**src/hdl/fpa_pkg.sv**
```systemverilog
`timescale 1ns / 1ps
`default_nettype none
// ----------------------------------------------------------------------------
// fpa_pkg
// Shared opcodes and default sizes for the fixed-point ALU.
// ----------------------------------------------------------------------------
package fpa_pkg;

    localparam int FRACTION_BITS_DEF = 8;
    localparam int WORD_BITS_DEF     = 32;
    localparam int FUNC_BITS         = 4;

    typedef enum logic [FUNC_BITS-1:0] {
        FN_ADD      = 4'd0,
        FN_SUB      = 4'd1,
        FN_MUL      = 4'd2,
        FN_DIV      = 4'd3,
        FN_GT       = 4'd4,
        FN_LT       = 4'd5,
        FN_GE       = 4'd6,
        FN_LE       = 4'd7,
        FN_EQ       = 4'd8,
        FN_NE       = 4'd9,
        FN_MIN      = 4'd10,
        FN_MAX      = 4'd11,
        FN_INC      = 4'd12,
        FN_DEC      = 4'd13,
        FN_FROM_INT = 4'd14,
        FN_TO_INT   = 4'd15
    } func_t;

endpackage
`default_nettype wire

```
**src/hdl/fpa_simple.sv**
```systemverilog
`timescale 1ns / 1ps
`default_nettype none
// ----------------------------------------------------------------------------
// fpa_simple
// Single-cycle operations: add, subtract, compare, min/max, step, convert.
// ----------------------------------------------------------------------------
module fpa_simple #(
    parameter int FRACTION_BITS = fpa_pkg::FRACTION_BITS_DEF,
    parameter int WORD_BITS     = fpa_pkg::WORD_BITS_DEF
) (
    input  wire fpa_pkg::func_t         func,
    input  wire logic signed [WORD_BITS-1:0] a,
    input  wire logic signed [WORD_BITS-1:0] b,
    output logic signed [WORD_BITS-1:0] res,
    output logic                        cmp,
    output logic                        ovf
);
    import fpa_pkg::*;

    localparam int W  = WORD_BITS;
    localparam int FW = WORD_BITS + FRACTION_BITS;

    localparam logic signed [W-1:0] MAX_W = {1'b0, {(W-1){1'b1}}};
    localparam logic signed [W-1:0] MIN_W = {1'b1, {(W-1){1'b0}}};

    logic signed [W:0]    opnd;
    logic signed [W:0]    sum;
    logic                 do_sub;
    logic signed [FW-1:0] scaled;
    logic                 hi_same;

    always_comb
    begin
        do_sub = (func == FN_SUB) || (func == FN_DEC);
        if ((func == FN_INC) || (func == FN_DEC))
            opnd = (W+1)'(1);
        else
            opnd = {b[W-1], b};
        sum = do_sub ? ({a[W-1], a} - opnd) : ({a[W-1], a} + opnd);

        scaled  = FW'(a) <<< FRACTION_BITS;
        hi_same = (scaled[FW-1:W-1] == {(FRACTION_BITS+1){a[W-1]}});

        res = '0;
        cmp = 1'b0;
        ovf = 1'b0;
        unique case (func)
            FN_ADD, FN_SUB, FN_INC, FN_DEC:
            begin
                if (sum[W] != sum[W-1])
                begin
                    ovf = 1'b1;
                    res = sum[W] ? MIN_W : MAX_W;
                end
                else
                    res = sum[W-1:0];
            end
            FN_GT:       cmp = (a > b);
            FN_LT:       cmp = (a < b);
            FN_GE:       cmp = (a >= b);
            FN_LE:       cmp = (a <= b);
            FN_EQ:       cmp = (a == b);
            FN_NE:       cmp = (a != b);
            FN_MIN:      res = (a < b) ? a : b;
            FN_MAX:      res = (a > b) ? a : b;
            FN_FROM_INT:
            begin
                if (!hi_same)
                begin
                    ovf = 1'b1;
                    res = a[W-1] ? MIN_W : MAX_W;
                end
                else
                    res = scaled[W-1:0];
            end
            FN_TO_INT:   res = a >>> FRACTION_BITS;
            default:     res = '0; // multiply and divide are resolved downstream
        endcase
    end

endmodule
`default_nettype wire

```
**config.mk**
```make
export PLATFORM = sky130hd
export DESIGN_NAME = fpa_simple
export DESIGN_NICKNAME = d
export VERILOG_FILES = /design/src/hdl/fpa_pkg.sv /design/src/hdl/fpa_simple.sv
export SDC_FILE = /design/constraint.sdc
export NUM_CORES = 1
export LEC_CHECK = 0
export BUFFER_PORTS_ARGS = -buffer_cell sky130_fd_sc_hd__buf_2
export CAP_MARGIN = 20
export CORE_MARGIN = 10
export CORE_UTILIZATION = 40
export DETAILED_ROUTE_END_ITERATION = 8
export PLACE_DENSITY = 0.64
export SLEW_MARGIN = 20
export SYNTH_ARGS = -nofsm -noshare
export SYNTH_HDL_FRONTEND = slang
export SYNTH_SLANG_ARGS = --single-unit
```
**constraint.sdc**
```tcl
create_clock -name vclk -period 8.07
set_clock_uncertainty 0.2 [all_clocks]
set_input_delay 0.4035 -clock vclk [all_inputs]
set_output_delay 0.4035 -clock vclk [all_outputs]
set_load 0.005 [all_outputs]
```
==> qor.yml, run 1 <==
floorplanning:
  die_h_um: 133
  num_io_pins: 102
  core-area_um2: 12600
  start_util_pct: 40.7
  dieArea_um2: 17700
  fp.dieW_um: 133
  rows: 41
grt:
  overflow: 0
  grt_pass1_wl_mm: 35.2
  grt_pass1_vias: 6381
  grt_max_degree: 32
  track_usage_pct: 24.1
  antenna_found_initial: 0
cells_and_area:
  regArea_um2: 0
  seq_cells: 0
  drive_gt1_share_pct: 16.7
  antenna_cells: 0
  clock_buffer_count: 0
  area_growth_pct: 12.8
  layout.cell_area.non_filler_um2: 5760
  nNetsFinal: 1003
sta:
  period_share_pct: 94.0
  rsz0062_at_grt: "no"
  hold_viol_final: 0
  final_max_slew_viol_count: 0
  max_slew_margin_pct: 32.0
  setup_tns_ns: 0
  worst_pin_slew_ns: 1.01
  setup_viol: 0
  min_period_ns: 7.59
  fmax_ghz: 0.132
routing:
  vias_per_cell: 6.57
  drtIter0Drc: 894
  wl_per_cell_um: 22.0
  dr_total_vias: 6825
  drt-total-wl_mm: 22.9
  postRouteAntennaNets: 0
  drtPass1Iterations: 6
  drc_errors: 0
placement:
  gp_congestion: 1.05
  dpl_cell_area_um2: 5760
  dp_hpwl_mm: 18.2
  port_buffers: 102
critical_path:
  arrival_ns: 6.99
  worstSetupStartpointType: "input port"
  worst_setup_path_end_kind: "output pin"
  cp_max_fo: 25
  crit_type: "input port to output pin"
  cp.required_ns: 7.47
  cp-startpoint: "func[2]"
hold_path:
  min_from: "a[7]"
  min_path_type: "input port to output pin"
  whs_path_depth: 4
synth:
  yosysTopAreaCellShare_pct: 15.9
  synth_warnings: 0
  synth_common_cells: "nand2_1 (99), nor2_1 (78), ha_1 (65)"
  synth_fp_nets: 927
  yosysSeqAreaShare_pct: 0
  synth_area_leaders: "ha_1 (16%), nand2_1 (7.3%), nor2_1 (5.7%)"
  synth.most_common_cell: "nand2_1"
  synth.largest_area_cell: "ha_1"
  avgSynthCellArea_um2: 6.44
  synth.cell_area_um2: 5110
  synthCells: 793
  synth_cell_type_count: 73
outcome:
  outcome: "complete, no violations"
power:
  leakage_nw: 2.66
  ir_worst_vdd_uv: 49.1
  p_per_area_nw_per_um2: 92.8
clock_tree:
  cts_hold_buf: 0
  cts_setup_buffers: 0
  cts-resized-gates: 0
run:
  max_cap_viol_count: 0
==> logic make-up (layout without fill, tap and decap cells) <==
| kind of cell | Yosys count | count (layout) | share of synthesized area (%) |
|---|---|---|---|
| compound gates | 272 | 272 | 37.4 |
| simple gates | 315 | 315 | 29.8 |
| xor+xnor | 38 | 38 | 6.51 |
| buf+inv | 87 | 161 | 6.86 |
| fa+ha+maj | 66 | 66 | 16.3 |
| mux | 15 | 15 | 3.21 |
==> final timing paths <==
kind,end,slack (ns)
worst max-delay path,res[21],0.48
worst min-delay path,res[7],1.02
==> metrics by stage <==
step	power, mW	std cells	hold slack, ns	setup WS, ns	util [%]
floorplan	0.346	793	0.711	1.81	-
global placement	0.525	1039	0.996	0.927	45.9
detailed placement	0.522	1039	1.00	0.706	45.9
CTS	0.525	1039	1.01	0.691	45.9
global route	0.585	1039	1.05	0.0711	45.9
finish	0.535	1039	1.02	0.481	45.9
==> per-layer routing <==
layer	up-vias	track usage (%)	part of all wire [%]
met5	-	0	0
met1	3100	32.1	41
met2	468	38.6	43
met3	70	3.67	12
li1	3187	-	-
met4	0	7.89	4.3
==> report_power, final <==
part           switching (mW)  leakage [nW]  internal, mW  total [mW]
registers                   0             0             0           0
clock network               0             0             0           0
logic                   0.323          2.66         0.212       0.535
total                   0.323          2.66         0.212       0.535
==> worst max-delay path: stages <==
cell and delay [ns]:
buf_2 0.16, and2_1 0.21, and2_1 0.18, nor2_1 0.13
ha_1 0.35, or4b_2 0.62, nor4_1 0.45, a21oi_1 0.13
a21oi_1 0.33, o21ai_0 0.21, nand2_1 0.15, nand2_1 0.31
nand3_1 0.17, ha_1 0.32, or2_2 0.33, and4b_1 0.17
a221oi_1 0.32, o22ai_1 0.12, o21ba_2 0.30, mux2i_1 0.13
o22ai_2 0.38, nand2_2 0.42, o2111ai_1 0.49, buf_2 0.20
==> layout make-up <==
| cell class | count | area [um2] |
|---|---|---|
| timing repair buffer | 113 | 593 |
| inverter | 48 | 180 |
| multi-input combinational | 706 | 4770 |
| tap | 172 | 215 |
| fill | 1336 | 6810 |
==> cell usage in the layout, fill, tap and decap left out, drive strengths merged, types with 11 or more instances in the layout <==
cell and count:
o211ai 32, nor4 11, o21ai 45, xnor2 22, buf 113, nor3 20
nand4 18, a221oi 22, nor2 78, a21oi 58, inv 47, ha 65
nand3 35, xor2 16, a21o 18, nand2 100
Note: power is estimated with default switching activity, not from simulation.
==> run 2, diff against run 1 <==
- PLACE_DENSITY: 0.64 -> 0.66
- clock period: 8.07 -> 6.37 ns (I/O delays scaled with it)
==> run 2 against run 1 <==
Via count is 2.3% higher. Die area unchanged. Routed wire length grew 4.3%. Flip-flop and latch count did not move. Critical path type unchanged. Non-clock buffer count rose by 24. Combinational power increased by 34%. Global-route usage rose by 0.94 points. Worst hold slack got worse by 0.16 ns. Core utilization rose by 2.4 points. Final area up 5.2%. Total power is 35% higher. Cell count grew 2.3%.
==> qor.yml, run 2 (same netlist as run 1, synthesis figures left out) <==
grt:
  overflow: 0
  antenna_found_initial: 0
  grt_pass1_vias: 6622
  grt_max_degree: 32
  grt_pass1_wl_mm: 36.5
  track_usage_pct: 25.1
hold_path:
  whs_path_depth: 4
  min_path_type: "input port to output pin"
sta:
  max_slew_margin_pct: 33.2
  fin_ws_ns: 0.356
  hold_viol_final: 0
  setup_tns_ns: 0
  period_share_pct: 94.4
  final_max_slew_viol_count: 0
  worst_pin_slew_ns: 0.996
  fmax_ghz: 0.166
  rsz0062_at_grt: "no"
  min_period_ns: 6.01
  setup_viol: 0
cells_and_area:
  nNetsFinal: 1027
  final_common_cell: "buf_2"
  seq_cells: 0
  regArea_um2: 0
  clock_buffer_count: 0
  multi_input_area_um2: 4890
  n_fill_cell: 1335
  antenna_cells: 0
  drive_gt1_share_pct: 20.3
  final_cell_mix: "buf_2 (102), nand2_1 (99), nor2_1 (76)"
  area_growth_pct: 18.7
floorplanning:
  die_h_um: 133
  num_io_pins: 102
  start_util_pct: 40.7
  fp.dieW_um: 133
  rows: 41
  dieArea_um2: 17700
  core-area_um2: 12600
critical_path:
  slowest_stage: "or4b_2"
  max_stage_delay_ns: 0.63
  worstSetupStartpointType: "input port"
  cp_max_fo: 12
  arrival_ns: 5.50
  cp_common_cell: "nand3_1"
  cp.required_ns: 5.85
  crit_type: "input port to output pin"
  worst_setup_path_end_kind: "output pin"
routing:
  postRouteAntennaNets: 0
  drtPass1Iterations: 5
  wl_per_cell_um: 22.5
  drtIter0Drc: 956
  dr_total_vias: 6984
  vias_per_cell: 6.57
  drc_errors: 0
  drt-total-wl_mm: 23.9
outcome:
  outcome: "complete, no violations"
power:
  ir_worst_vdd_uv: 69.6
  leakage_nw: 2.80
  power_mw: 0.719
  p_per_area_nw_per_um2: 119
placement:
  dp_hpwl_mm: 19.0
  port_buffers: 102
  gp_congestion: 1.01
  dpl_worst_slack_ns: -0.110
run:
  max_cap_viol_count: 0
clock_tree:
  cts_hold_buf: 0
## run 2: metal layers
layer | wire [um] | global-route usage, % | vias to the layer above
li1 | - | - | 3231
met5 | 0 | 0 | -
met1 | 9740 | 31.7 | 3182
met2 | 10500 | 39.8 | 488
met3 | 2440 | 5.15 | 83
met4 | 1240 | 11.3 | 0
## run 2: critical path, delay by kind of cell
kind,cells,cell delay [ns]
buf+inv,4,0.68
compound gates,6,1.07
simple gates,12,2.83
fa+ha+maj,2,0.50
mux,1,0.09
## run 2: metrics by stage
step / cells / area (um2) / hold slack (ns) / utilization (%)
finish: 1063 / 6060 / 0.864 / 48.2
detailed placement: 1060 / 5920 / 0.841 / 47.1
global route: 1063 / 6060 / 0.889 / 48.2
global placement: 1060 / 5920 / 0.852 / 47.1
floorplan: 793 / 5110 / 0.541 / -
CTS: 1060 / 5930 / 0.845 / 47.1
## run 2: power by group
| group | total (mW) | switching, mW | leakage, nW | internal (mW) |
|---|---|---|---|---|
| logic | 0.719 | 0.428 | 2.80 | 0.291 |
| registers | 0 | 0 | 0 | 0 |
| clock network | 0 | 0 | 0 | 0 |
| total | 0.719 | 0.428 | 2.80 | 0.291 |
## run 2: final timing paths
path | startpoint | endpoint | slack, ns
max | func[3] | res[12] | 0.36
min | a[0] | res[0] | 0.86
## run 2: area by class of cell
type,instances,area share (%)
Inverter,48,2.97
Timing Repair Buffer,137,12.8
Tap cell,172,3.55
Multi-Input combinational cell,706,80.7
## run 2: timing repair
item / CTS / global route
buffers inserted: 0 / 3
pin swaps: 0 / 6
gates resized for setup: 1 / 22
setup endpoints to repair: 14 / 33
